`config.mk`:
```
export PLATFORM = sky130hd
export DESIGN_NAME = polled_event_deadline_table
export DESIGN_NICKNAME = d
export VERILOG_FILES = /design/src/sv/pedt_pkg.sv /design/src/sv/pedt_slot_mem.sv /design/src/sv/pedt_ctrl.sv /design/src/sv/pedt_datapath.sv /design/src/sv/polled_event_deadline_table.sv
export SDC_FILE = /design/constraint.sdc
export NUM_CORES = 2
export LEC_CHECK = 0
export ABC_CLOCK_PERIOD_IN_PS = 34500
export BUFFER_PORTS_ARGS = -buffer_cell sky130_fd_sc_hd__buf_2
export CAP_MARGIN = 20
export CORE_ASPECT_RATIO = 2
export CORE_MARGIN = 10
export CORE_UTILIZATION = 30
export CTS_CLUSTER_DIAMETER = 150
export DETAILED_ROUTE_END_ITERATION = 12
export GPL_ROUTABILITY_DRIVEN = 1
export PLACE_DENSITY = 0.52
export SETUP_SLACK_MARGIN = 0.15
export SYNTH_ARGS = -nofsm -noshare
export SYNTH_HDL_FRONTEND = slang
export SYNTH_SLANG_ARGS = --single-unit
```
`constraint.sdc`:
```
create_clock -name clk -period 34.5 [get_ports clk]
set_input_delay 3.45 -clock clk [delete_from_list [all_inputs] [get_ports clk]]
set_output_delay 3.45 -clock clk [all_outputs]
set_load 0.01 [all_outputs]
```
`src/sv/pedt_pkg.sv`:
```
// ----------------------------------------------------------------------------
// Polled event deadline table package
// Operation and status codes, the slot entry layout and the command and
// status groups that pass between the controller and the datapath.
// ----------------------------------------------------------------------------
`default_nettype none

package pedt_pkg;

  localparam logic [1:0] OP_SCHEDULE = 2'd0;
  localparam logic [1:0] OP_CANCEL   = 2'd1;
  localparam logic [1:0] OP_TICK     = 2'd2;
  localparam logic [1:0] OP_NONE     = 2'd3;

  localparam logic [2:0] ST_SPACE    = 3'd0;
  localparam logic [2:0] ST_FULL     = 3'd1;
  localparam logic [2:0] ST_CLEARED  = 3'd2;
  localparam logic [2:0] ST_NOTFOUND = 3'd3;
  localparam logic [2:0] ST_FIRED    = 3'd4;
  localparam logic [2:0] ST_IDLE     = 3'd5;

  // At most this many slots fire on one tick.
  localparam int MAX_FIRE  = 16;
  localparam int FIRE_CNTW = $clog2(MAX_FIRE + 1);

  typedef struct packed {
    logic [63:0] deadline;
    logic [15:0] task_id;
    logic [31:0] task_arg;
  } slot_entry_t;

  typedef struct packed {
    logic start;   // latch the accepted transaction
    logic rd_en;   // read the slot memory at the read address
    logic ev_en;   // act on the slot that was read last
    logic finish;  // send the final result of the transaction
  } pedt_cmd_t;

  typedef struct packed {
    logic [1:0] op;
    logic       hit;
    logic       held_valid;
    logic       out_free;
  } pedt_stat_t;

endpackage

`default_nettype wire

```
`src/sv/pedt_slot_mem.sv`:
```
// ----------------------------------------------------------------------------
// Slot memory
// Deadline, task id and argument of every slot, one write and one
// registered read port.
// ----------------------------------------------------------------------------
`default_nettype none

module pedt_slot_mem #(
  parameter int SLOTS = 16,
  localparam int IDXW = $clog2(SLOTS)
) (
  input  wire logic                clk,
  input  wire logic                we,
  input  wire logic [IDXW-1:0]     wr_addr,
  input  wire pedt_pkg::slot_entry_t wr_data,
  input  wire logic                rd_en,
  input  wire logic [IDXW-1:0]     rd_addr,
  output pedt_pkg::slot_entry_t    rd_data
);
  import pedt_pkg::*;

  slot_entry_t mem [SLOTS];
  slot_entry_t rd_data_r;

  always_ff @(posedge clk) begin
    if (we) begin
      mem[wr_addr] <= wr_data;
    end
  end

  always_ff @(posedge clk) begin
    if (rd_en) begin
      rd_data_r <= mem[rd_addr];
    end
  end

  assign rd_data = rd_data_r;

endmodule

`default_nettype wire

```
`src/sv/pedt_ctrl.sv`:
```
// ----------------------------------------------------------------------------
// Polled event deadline table controller
// Walks the slots one per cycle, stops the scan early where the operation
// allows and stalls while a fired result cannot leave.
// ----------------------------------------------------------------------------
`default_nettype none

module pedt_ctrl #(
  parameter int SLOTS = 16,
  localparam int IDXW = $clog2(SLOTS),
  localparam int CNTW = $clog2(SLOTS + 1)
) (
  input  wire logic                 clk,
  input  wire logic                 rst_n,
  input  wire logic                 in_valid,
  output logic                      in_ready,
  input  wire logic [1:0]           in_opcode,
  input  wire pedt_pkg::pedt_stat_t stat,
  output pedt_pkg::pedt_cmd_t       cmd,
  output logic [IDXW-1:0]           rd_addr,
  output logic [IDXW-1:0]           ev_idx
);
  import pedt_pkg::*;

  localparam logic [1:0] S_IDLE   = 2'd0;
  localparam logic [1:0] S_SCAN   = 2'd1;
  localparam logic [1:0] S_FINISH = 2'd2;

  logic [1:0]           state_r, state_nxt;
  logic [CNTW-1:0]      rd_idx_r, rd_idx_nxt;
  logic                 ev_valid_r, ev_valid_nxt;
  logic [IDXW-1:0]      ev_idx_r, ev_idx_nxt;
  logic [FIRE_CNTW-1:0] fire_cnt_r, fire_cnt_nxt;
  logic                 stall;
  logic                 stop;

  assign in_ready = (state_r == S_IDLE);
  assign rd_addr  = rd_idx_r[IDXW-1:0];
  assign ev_idx   = ev_idx_r;

  // A fired slot can only be taken when the held result has somewhere to go.
  assign stall = ev_valid_r && (stat.op == OP_TICK) && stat.hit &&
                 stat.held_valid && !stat.out_free;

  always_comb begin
    state_nxt    = state_r;
    rd_idx_nxt   = rd_idx_r;
    ev_valid_nxt = ev_valid_r;
    ev_idx_nxt   = ev_idx_r;
    fire_cnt_nxt = fire_cnt_r;
    cmd          = '0;
    stop         = 1'b0;
    case (state_r)
      S_IDLE: begin
        if (in_valid) begin
          cmd.start = 1'b1;
          if (in_opcode != OP_NONE) begin
            state_nxt    = S_SCAN;
            rd_idx_nxt   = '0;
            ev_valid_nxt = 1'b0;
            fire_cnt_nxt = '0;
          end
        end
      end
      S_SCAN: begin
        if (!stall) begin
          cmd.ev_en = ev_valid_r;
          if (ev_valid_r) begin
            if (stat.hit && (stat.op == OP_SCHEDULE)) begin
              stop = 1'b1;
            end
            if (stat.hit && (stat.op == OP_TICK)) begin
              fire_cnt_nxt = fire_cnt_r + 1'b1;
              if (fire_cnt_r == FIRE_CNTW'(MAX_FIRE - 1)) begin
                stop = 1'b1;
              end
            end
            if (ev_idx_r == IDXW'(SLOTS - 1)) begin
              stop = 1'b1;
            end
          end
          if (stop) begin
            state_nxt    = S_FINISH;
            ev_valid_nxt = 1'b0;
          end else if (rd_idx_r < CNTW'(SLOTS)) begin
            cmd.rd_en    = 1'b1;
            ev_valid_nxt = 1'b1;
            ev_idx_nxt   = rd_idx_r[IDXW-1:0];
            rd_idx_nxt   = rd_idx_r + 1'b1;
          end else begin
            ev_valid_nxt = 1'b0;
          end
        end
      end
      S_FINISH: begin
        if (stat.out_free) begin
          cmd.finish = 1'b1;
          state_nxt  = S_IDLE;
        end
      end
      default: begin
        state_nxt = S_IDLE;
      end
    endcase
  end

  always_ff @(posedge clk) begin
    if (!rst_n) begin
      state_r    <= S_IDLE;
      rd_idx_r   <= '0;
      ev_valid_r <= 1'b0;
      ev_idx_r   <= '0;
      fire_cnt_r <= '0;
    end else begin
      state_r    <= state_nxt;
      rd_idx_r   <= rd_idx_nxt;
      ev_valid_r <= ev_valid_nxt;
      ev_idx_r   <= ev_idx_nxt;
      fire_cnt_r <= fire_cnt_nxt;
    end
  end

endmodule

`default_nettype wire

```
`src/sv/pedt_datapath.sv`:
```
// ----------------------------------------------------------------------------
// Polled event deadline table datapath
// Tick count, pending bits, slot memory, the held result and the output
// register.
// ----------------------------------------------------------------------------
`default_nettype none

module pedt_datapath #(
  parameter int SLOTS = 16,
  localparam int IDXW = $clog2(SLOTS)
) (
  input  wire logic                clk,
  input  wire logic                rst_n,
  input  wire pedt_pkg::pedt_cmd_t cmd,
  input  wire logic [IDXW-1:0]     rd_addr,
  input  wire logic [IDXW-1:0]     ev_idx,
  input  wire logic [1:0]          in_opcode,
  input  wire logic [31:0]         in_period,
  input  wire logic [15:0]         in_task_id,
  input  wire logic [31:0]         in_task_arg,
  output pedt_pkg::pedt_stat_t     stat,
  output logic                     out_valid,
  input  wire logic                out_ready,
  output logic [2:0]               out_status,
  output logic                     out_accepted,
  output logic [3:0]               out_slot,
  output logic [15:0]              out_fired_id,
  output logic [31:0]              out_fired_arg,
  output logic                     out_last
);
  import pedt_pkg::*;

  logic [1:0]       op_r;
  logic [31:0]      period_r;
  logic [15:0]      id_r;
  logic [31:0]      arg_r;
  logic [63:0]      now_r;
  logic             found_r;
  logic [SLOTS-1:0] pending_r;

  logic             held_valid_r;
  logic [2:0]       held_status_r;
  logic             held_accepted_r;
  logic [3:0]       held_slot_r;
  logic [15:0]      held_id_r;
  logic [31:0]      held_arg_r;

  logic             out_valid_r;
  logic [2:0]       out_status_r;
  logic             out_accepted_r;
  logic [3:0]       out_slot_r;
  logic [15:0]      out_id_r;
  logic [31:0]      out_arg_r;
  logic             out_last_r;

  slot_entry_t      rd_data;
  slot_entry_t      wr_data;
  logic             we;
  logic             pend;
  logic             match;
  logic             due;
  logic             hit;
  logic             out_free;
  logic             out_load;
  logic [IDXW+3:0]  idx_ext;
  logic [3:0]       ev_slot;
  logic [2:0]       end_status;

  pedt_slot_mem #(.SLOTS(SLOTS)) u_mem (
    .clk     (clk),
    .we      (we),
    .wr_addr (ev_idx),
    .wr_data (wr_data),
    .rd_en   (cmd.rd_en),
    .rd_addr (rd_addr),
    .rd_data (rd_data)
  );

  assign pend     = pending_r[ev_idx];
  assign match    = (rd_data.task_id == id_r) && (rd_data.task_arg == arg_r);
  assign due      = (rd_data.deadline < now_r);
  assign out_free = !out_valid_r || out_ready;
  assign idx_ext  = {4'b0, ev_idx};
  assign ev_slot  = idx_ext[3:0];

  // The output register loads when a fired slot pushes out the one held
  // before it, or when the final result of a transaction is sent.
  assign out_load = (cmd.ev_en && hit && (op_r == OP_TICK) && held_valid_r) ||
                    cmd.finish;

  always_comb begin
    case (op_r)
      OP_SCHEDULE: hit = !pend;
      OP_CANCEL:   hit = pend && match;
      OP_TICK:     hit = pend && due;
      default:     hit = 1'b0;
    endcase
  end

  always_comb begin
    case (op_r)
      OP_SCHEDULE: end_status = ST_FULL;
      OP_CANCEL:   end_status = found_r ? ST_CLEARED : ST_NOTFOUND;
      default:     end_status = ST_IDLE;
    endcase
  end

  assign we               = cmd.ev_en && (op_r == OP_SCHEDULE) && !pend;
  assign wr_data.deadline = now_r + {32'b0, period_r};
  assign wr_data.task_id  = id_r;
  assign wr_data.task_arg = arg_r;

  assign stat.op         = op_r;
  assign stat.hit        = hit;
  assign stat.held_valid = held_valid_r;
  assign stat.out_free   = out_free;

  always_ff @(posedge clk) begin
    if (!rst_n) begin
      op_r         <= OP_NONE;
      now_r        <= '0;
      found_r      <= 1'b0;
      pending_r    <= '0;
      held_valid_r <= 1'b0;
      out_valid_r  <= 1'b0;
    end else begin
      if (out_load) begin
        out_valid_r <= 1'b1;
      end else if (out_ready) begin
        out_valid_r <= 1'b0;
      end

      if (cmd.start) begin
        op_r         <= in_opcode;
        period_r     <= in_period;
        id_r         <= in_task_id;
        arg_r        <= in_task_arg;
        found_r      <= 1'b0;
        held_valid_r <= 1'b0;
        if (in_opcode == OP_TICK) begin
          now_r <= now_r + 64'd1;
        end
      end

      if (cmd.ev_en && hit) begin
        case (op_r)
          OP_SCHEDULE: begin
            pending_r[ev_idx] <= 1'b1;
            held_valid_r      <= 1'b1;
            held_status_r     <= (ev_idx == IDXW'(SLOTS - 1)) ? ST_FULL : ST_SPACE;
            held_accepted_r   <= 1'b1;
            held_slot_r       <= ev_slot;
            held_id_r         <= '0;
            held_arg_r        <= '0;
          end
          OP_CANCEL: begin
            pending_r[ev_idx] <= 1'b0;
            found_r           <= 1'b1;
          end
          OP_TICK: begin
            pending_r[ev_idx] <= 1'b0;
            // The previous fired slot is known not to be the last one now.
            if (held_valid_r) begin
              out_status_r   <= held_status_r;
              out_accepted_r <= held_accepted_r;
              out_slot_r     <= held_slot_r;
              out_id_r       <= held_id_r;
              out_arg_r      <= held_arg_r;
              out_last_r     <= 1'b0;
            end
            held_valid_r    <= 1'b1;
            held_status_r   <= ST_FIRED;
            held_accepted_r <= 1'b0;
            held_slot_r     <= ev_slot;
            held_id_r       <= rd_data.task_id;
            held_arg_r      <= rd_data.task_arg;
          end
          default: begin
          end
        endcase
      end

      if (cmd.finish) begin
        out_last_r   <= 1'b1;
        held_valid_r <= 1'b0;
        if (held_valid_r) begin
          out_status_r   <= held_status_r;
          out_accepted_r <= held_accepted_r;
          out_slot_r     <= held_slot_r;
          out_id_r       <= held_id_r;
          out_arg_r      <= held_arg_r;
        end else begin
          out_status_r   <= end_status;
          out_accepted_r <= 1'b0;
          out_slot_r     <= '0;
          out_id_r       <= '0;
          out_arg_r      <= '0;
        end
      end
    end
  end

  assign out_valid     = out_valid_r;
  assign out_status    = out_status_r;
  assign out_accepted  = out_accepted_r;
  assign out_slot      = out_slot_r;
  assign out_fired_id  = out_id_r;
  assign out_fired_arg = out_arg_r;
  assign out_last      = out_last_r;

endmodule

`default_nettype wire

```
`src/sv/polled_event_deadline_table.sv`:
```
// ----------------------------------------------------------------------------
// Polled event deadline table
// A table of one-shot event slots with a 64-bit running tick count.
// ----------------------------------------------------------------------------
// Each input transaction is a schedule, a cancel or a tick, and the block
// takes one at a time: the slot memory has a single read port and is
// scanned one slot per cycle while no fired result is stalled. A
// transaction is accepted, then reads the slots in order through the
// registered read port, then sends the final result. A schedule stops at
// the lowest empty slot and so finishes sooner when there is room near the
// bottom; a tick that fires stops after its sixteenth fired slot, and
// stalls whenever a fired result waits on a full output register. Results
// leave through an output register, so the next transaction can be
// accepted while the final result of the previous one still waits to be
// taken. Every transaction except the unused opcode produces at least one
// result, and the final result carries out_last. The pending bits are
// flip-flops cleared by reset, so the block is ready right after reset
// with no clearing pass over the slot memory.
// ----------------------------------------------------------------------------
`default_nettype none

module polled_event_deadline_table #(
  parameter int SLOTS = 16
) (
  input  wire logic        clk,
  input  wire logic        rst_n,
  input  wire logic        in_valid,
  output logic             in_ready,
  input  wire logic [1:0]  in_opcode,
  input  wire logic [31:0] in_period,
  input  wire logic [15:0] in_task_id,
  input  wire logic [31:0] in_task_arg,
  output logic             out_valid,
  input  wire logic        out_ready,
  output logic [2:0]       out_status,
  output logic             out_accepted,
  output logic [3:0]       out_slot,
  output logic [15:0]      out_fired_id,
  output logic [31:0]      out_fired_arg,
  output logic             out_last
);
  import pedt_pkg::*;

  localparam int IDXW = $clog2(SLOTS);

  pedt_cmd_t       cmd;
  pedt_stat_t      stat;
  logic [IDXW-1:0] rd_addr;
  logic [IDXW-1:0] ev_idx;

  // The controller owns the scan position and the sequencing of results.
  pedt_ctrl #(.SLOTS(SLOTS)) u_ctrl (
    .clk       (clk),
    .rst_n     (rst_n),
    .in_valid  (in_valid),
    .in_ready  (in_ready),
    .in_opcode (in_opcode),
    .stat      (stat),
    .cmd       (cmd),
    .rd_addr   (rd_addr),
    .ev_idx    (ev_idx)
  );

  // The datapath holds the slots, the tick count and the result registers.
  pedt_datapath #(.SLOTS(SLOTS)) u_dp (
    .clk           (clk),
    .rst_n         (rst_n),
    .cmd           (cmd),
    .rd_addr       (rd_addr),
    .ev_idx        (ev_idx),
    .in_opcode     (in_opcode),
    .in_period     (in_period),
    .in_task_id    (in_task_id),
    .in_task_arg   (in_task_arg),
    .stat          (stat),
    .out_valid     (out_valid),
    .out_ready     (out_ready),
    .out_status    (out_status),
    .out_accepted  (out_accepted),
    .out_slot      (out_slot),
    .out_fired_id  (out_fired_id),
    .out_fired_arg (out_fired_arg),
    .out_last      (out_last)
  );

endmodule

`default_nettype wire
```
Word level (Yosys, flattened, before mapping) --
Memories as Yosys holds them, arrays and structs flattened. A register that Yosys moved wholly into a read port is not among the register bits. Cells that the tools add are included. Widths: inputs -> output; s select.
Word-level totals: register bits after elaboration 295, bits in writable memories 1792, input port bits 86, output and inout port bits 59, word-level logic and storage cells 188, memories 1
Cells by class: add/sub/neg operators 4, order comparisons 4, eq/ne operators 19, multiplexer cells 86, bitwise gates (word level) 6, reduce and logical (&&, ||, !) cells 43
Memory list:
- u_dp.u_mem.mem | depth 16, width 112, rd ports 1, clocked after Yosys merged registers in 1, write ports 1, line pedt_slot_mem.sv:22 | slot_entry_t mem [SLOTS];
Operators by type and width (number):
- $mux 32 | 5
- $mux 16 | 5
- $add 64x1->64 const B | 1
- $add 64x32->64 | 1
- $lt 64x64->1 | 1
- $pmux 16 s2 | 2
- $pmux 32 s2 | 1
- $mux 5 | 8
- $mux 1 | 38
- $eq 32x32->1 | 1
- $mux 4 | 5
- $pmux 5 s2 | 2
- $and 16x16->16 | 1
- $eq 16x16->1 | 1
- $not 16->16 | 1
- $or 16x16->16 | 1
- $logic_and 1x1->1 | 15
- $mux 3 | 5
- $mux 2 | 7
- $reduce_bool 2->1 | 7
- $pmux 3 s2 | 2
- $reduce_and 4->1 | 3
- $reduce_and 6->1 | 2
- $add 5x1->5 const B | 2
- other kinds (22) | 45

Depth between registers and ports, before layout --
depth after elaboration 20, depth in mapped cells 12

Cells and area by module --
From an unflattened synthesis, not the netlist that was laid out.
Second synthesis, totals: cells, all modules 4403, area, all modules 86558.0 µm²
Modules (own cells, without submodules):
- pedt_slot_mem | instances 1, cells an instance 2864, area each 70291.2 µm²
- pedt_datapath | instances 1, cells an instance 1435, area each 15358.5 µm²
- pedt_ctrl | instances 1, cells an instance 104, area each 908.4 µm²

Worst setup path before layout --
No wires, ideal clock.
kind input to register, from input out_ready, to memory u_dp.u_mem.mem[15][0] in the netlist's numbering (enable), library setup time 858 ps, data arrival time 14581 ps, setup slack 19062 ps, cell stages on the path 5, cell sequence nor2b_1 -> nand3_1 -> clkbuf_1 -> o211ai_1 -> nor4_1
Between the ends: cells in the longest elaborated chain, start to end 9
RTL lines:
- from (decl) | line polled_event_deadline_table.sv:34 | input wire logic out_ready,
- $logic_or 1x1->1 | line pedt_datapath.sv:82 | assign out_free = !out_valid_r || out_ready;
- $logic_not 1->1 | line pedt_ctrl.sv:43 | stat.held_valid && !stat.out_free;
- $logic_and 1x1->1 | line pedt_ctrl.sv:43
- $mux 2 | line pedt_ctrl.sv:66 | if (!stall) begin
- $mux 2 | line pedt_ctrl.sv:53 | case (state_r)
- $logic_and 1x1->1 (2 in a row) | line pedt_datapath.sv:108 | assign we = cmd.ev_en && (op_r == OP_SCHEDULE) && !pend;
- $mux 1 | line pedt_slot_mem.sv:26 | if (we) begin
- $mux 1 (implied by the code) | line pedt_slot_mem.sv:27 | mem[wr_addr] <= wr_data;
- to (decl) | line pedt_slot_mem.sv:22
Every way passes these cells.

Final worst setup path --
from input out_ready, to memory u_dp.u_mem.mem[4][12] in the netlist's numbering (enable)
Same word-level chain as after synthesis.

==> metrics.md <==
| Metric | Value |
|---|---|
| Outcome | finished clean |
| Via density | 4.95 |
| H-tree levels | 4 |
| Core Area | 288000 µm² |
| Final Hold Viols | 0 |
| Post-Synth Simple-Gate Area | 3.79% |
| Synth top area cells | edfxtp_1 73%, mux4_2 15%, dfxtp_1 2.4% |
| Non-Filler Instances | 8376 |
| Post-layout util | 34.2% |
| Max-Cap Viols | 0 |
| Syn Nets | 4356 |
| Ys flop type | edfxtp_1 |
| # Post-CTS Setup Buffers | 0 |
| Fin. max-slew vios | 0 |
| Clock Latency Late Sink | 0.85 ns |
| CTS tree | done |
| DRT iter0 DRCs | 3000 |
| Main combinational cell family by area after synthesis | multiplexers |
| Leakage power | 30.4 nW |
| Worst VDD drop | 0.0000452 V |
| Die W | 400 µm |
| Area share of the largest cell type after synthesis | 72.7% |
| DRT antenna net count | 0 |
| Worst r2r src | u_dp.now_r[55]$_SDFFE_PN0P_ |
| Sequential cell area | 65000 µm² |
| Max FO, Critical Path | 45 |
| Synth-to-Final Area Change | 13.9% |
| Vias in the first global route | 44542 |
| Io pins | 145 |
| Seq/Total Area, Yosys | 75.0% |
| PD cells | 53.0 nW/µm² |
| Post-synth cell types | 90 |
| Fin nets | 4632 |
| Synth Cell Area | 86600 µm² |
| Num CTS Buffers | 189 |
| Final HPWL DP | 132000 µm |
| Hold Path Class | reg -> reg |
| Fill count | 26905 |
| Count leader, synth | edfxtp_1 |
| Hold WS | 0.461 ns |
| Synth top cells by count | 2096 x edfxtp_1, 564 x mux4_2, 139 x clkbuf_1 |
| Placer congestion estimate | 0.808 |
| Worst R2R Path Depth | 11 |
| Crit path required time | 34.97 ns |
| Rel. slew slack | 24.0% |
| Root Driver | clkbuf_16 |
| Die ar. | 312000 µm² |
| Xor/xnor cell area share of the yosys netlist | 1.57% |
| First-pass DRT Iterations | 5 |
| DRC | 0 |
| Largest net degree at the start of global routing | 136 |
| RR Endpoint | u_dp.out_fired_arg[8]$_DFFE_PP_ |
| Number of antenna violations at the first check in global routing | 18 |
| Post-Place Setup Slack | 27.48 ns |
| Clock transition at the registers of the reported paths | 0.07 ns |
| Worst slew pin tran | 1.14 ns |
| Initial Utilization | 30.1% |
| Routed WL per cell | 27.3 µm |
| Fin crit period | 6.17 ns |
| First-pass GRT wire length | 329000 µm |
| IO buf count | 144 |
| Synth Instances | 4166 |
| Top cell type by total area after synthesis | edfxtp_1 |
| GRT overflow | 0 |
| Ys async rst share | 0% |
| Fmax | 162 MHz |
| Compound-cell area share of the yosys netlist | 1.91% |
| Multi-input logic area | 20800 µm² |
| Placed Cells | 8030 |
| Hold path depth | 2 |
| Post_cts resized | 0 |
| Slack of the critical path | 28.33 ns |
| Hold buffers post-CTS | 0 |
| Sum of negative setup slack | 0 ns |
| Tcrit/Tclk final | 17.9% |
| Syn. warnings | 0 |
| Std-Cell Rows | 279 |
| Crit path launch type | input port |
| Syn Area/Cell | 20.8 µm² |
| Worst EP arrival | 6.65 ns |
| All-Layer GR Usage | 14.4% |
| Die Span Y | 780 µm |
| CTS Sinks | 2198 |
| Area share of fa/ha/maj cells after synthesis | 1.51% |
| Vias post-DR | 41422 |
| CTS Buffer Depth | 4 |
| #FFs+latches synth | 2198 |
| Layout cells sized above 1 | 25.6% |
| Fin Clk Skew | 0.0437 ns |
| Worst Setup End Kind | flop |
| RSZ-0062 raised after global routing | false |
| Reg-to-reg slack, setup | 29.05 ns |
| # setup viols final | 0 |
| Mux cell area share after synthesis | 14.9% |
| Post-synth EDFFs | 2096 |
| DRT Wirelength | 229000 µm |
| Critical path class | in -> reg |
## metrics by stage
step	power, mW	area, µm²
5_1_grt	5.39	98600
4_1_cts	5.30	98500
2_1_floorplan	3.12	86600
3_5_place_dp	3.20	92700
3_3_place_gp	3.20	92600
6_report	5.23	98600
## registers in the layout (all words and copies together) (netlist names), 2 cells and up, named ones only
signal,cells
u_ctrl.rd_idx_r,5
u_dp.out_fired_arg,32
u_dp.held_id_r,16
u_dp.held_status_r,2
u_ctrl.state_r,2
u_dp.out_fired_id,16
u_dp.u_mem.mem,1792
u_dp.period_r,32
u_dp.now_r,64
u_dp.out_status,3
u_dp.held_arg_r,32
u_dp.arg_r,32
u_dp.out_slot,4
u_dp.op_r,2
u_ctrl.fire_cnt_r,5
u_dp.held_slot_r,4
u_ctrl.ev_idx,4
u_dp.id_r,16
u_dp.u_mem.rd_data,112
## worst max-delay path, stage by stage
cell	delay, ns
buf_2	0.10
nor2b_1	0.09
nand3_1	0.56
o211ai_1	0.22
nor2_1	0.27
nand2_1	0.25
nor3_2	0.20
buf_4	0.74
buf_4	0.61
## power breakdown
| part | internal (mW) | total [mW] | switching, mW |
|---|---|---|---|
| clock network | 1.13 | 2.10 | 0.964 |
| logic | 0.0908 | 0.196 | 0.105 |
| registers | 2.91 | 2.94 | 0.0234 |
| total | 4.14 | 5.23 | 1.09 |
## layer usage
layer / up-vias / part of all wire [%] / track usage (%)
met3: 302 / 3.3 / 1.42
met4: 8 / 3.7 / 4.91
met2: 931 / 55 / 27.1
li1: 17652 / - / -
met1: 22529 / 38 / 16.7
met5: - / 0.020 / 0
## cells by family (layout without fill, tap and decap cells)
family	after synthesis	after routing
flops	2198	2198
mux	586	586
xor+xnor	155	155
fa+ha+maj	104	104
simple gates	600	600
buf+inv	279	690
compound gates	244	244
other cells	0	6
## worst max path at each step
| stage | from | end | slack, ns | cells after the start |
|---|---|---|---|---|
| final | out_ready | u_dp.u_mem.mem[4][12]$_DFFE_PP_ | 28.33 | 9 |
| after global routing | out_ready | u_dp.u_mem.mem[8][101]$_DFFE_PP_ | 28.09 | 9 |
| after CTS | out_ready | u_dp.u_mem.mem[8][106]$_DFFE_PP_ | 28.39 | 9 |
| after detailed placement | out_ready | u_dp.u_mem.mem[8][9]$_DFFE_PP_ | 27.48 | 9 |
| after global placement | out_ready | u_dp.u_mem.mem[4][1]$_DFFE_PP_ | 27.51 | 9 |
| after floorplan | out_ready | u_dp.u_mem.mem[15][0]$_DFFE_PP_ | 19.06 | 5 |
## final cells by class
class	instances	share of cell area, %
Inverter	95	0.362
Clock buffer	238	5.08
Antenna cell	6	0.0152
Multi-Input combinational cell	1689	21.1
Clock inverter	88	0.817
Timing Repair Buffer	269	1.87
Tap cell	3793	4.81
Sequential cell	2198	65.9
## layout by cell type, fill, tap and decap left out, drive strengths merged, types with 4 or more instances in the layout
cell type / count
ha: 103
o2111ai: 11
nor2b: 64
nand3: 68
dfxtp: 102
xnor2: 102
nor4b: 4
and3: 22
nor3: 59
nor2: 110
mux2i: 21
a211oi: 10
clkbuf: 238
and4: 12
mux4: 564
nand2: 100
nand4: 39
o21a: 6
o211ai: 19
o21bai: 6
diode: 6
buf: 269
clkinvlp: 10
xor2: 53
o21ai: 59
a21boi: 4
a21oi: 66
nand2b: 8
clkinv: 62
or3: 11
bufinv: 14
inv: 97
and2: 56
a21o: 21
nor4: 34
edfxtp: 2096
a31oi: 7
Note: power is estimated with default switching activity, not from simulation.
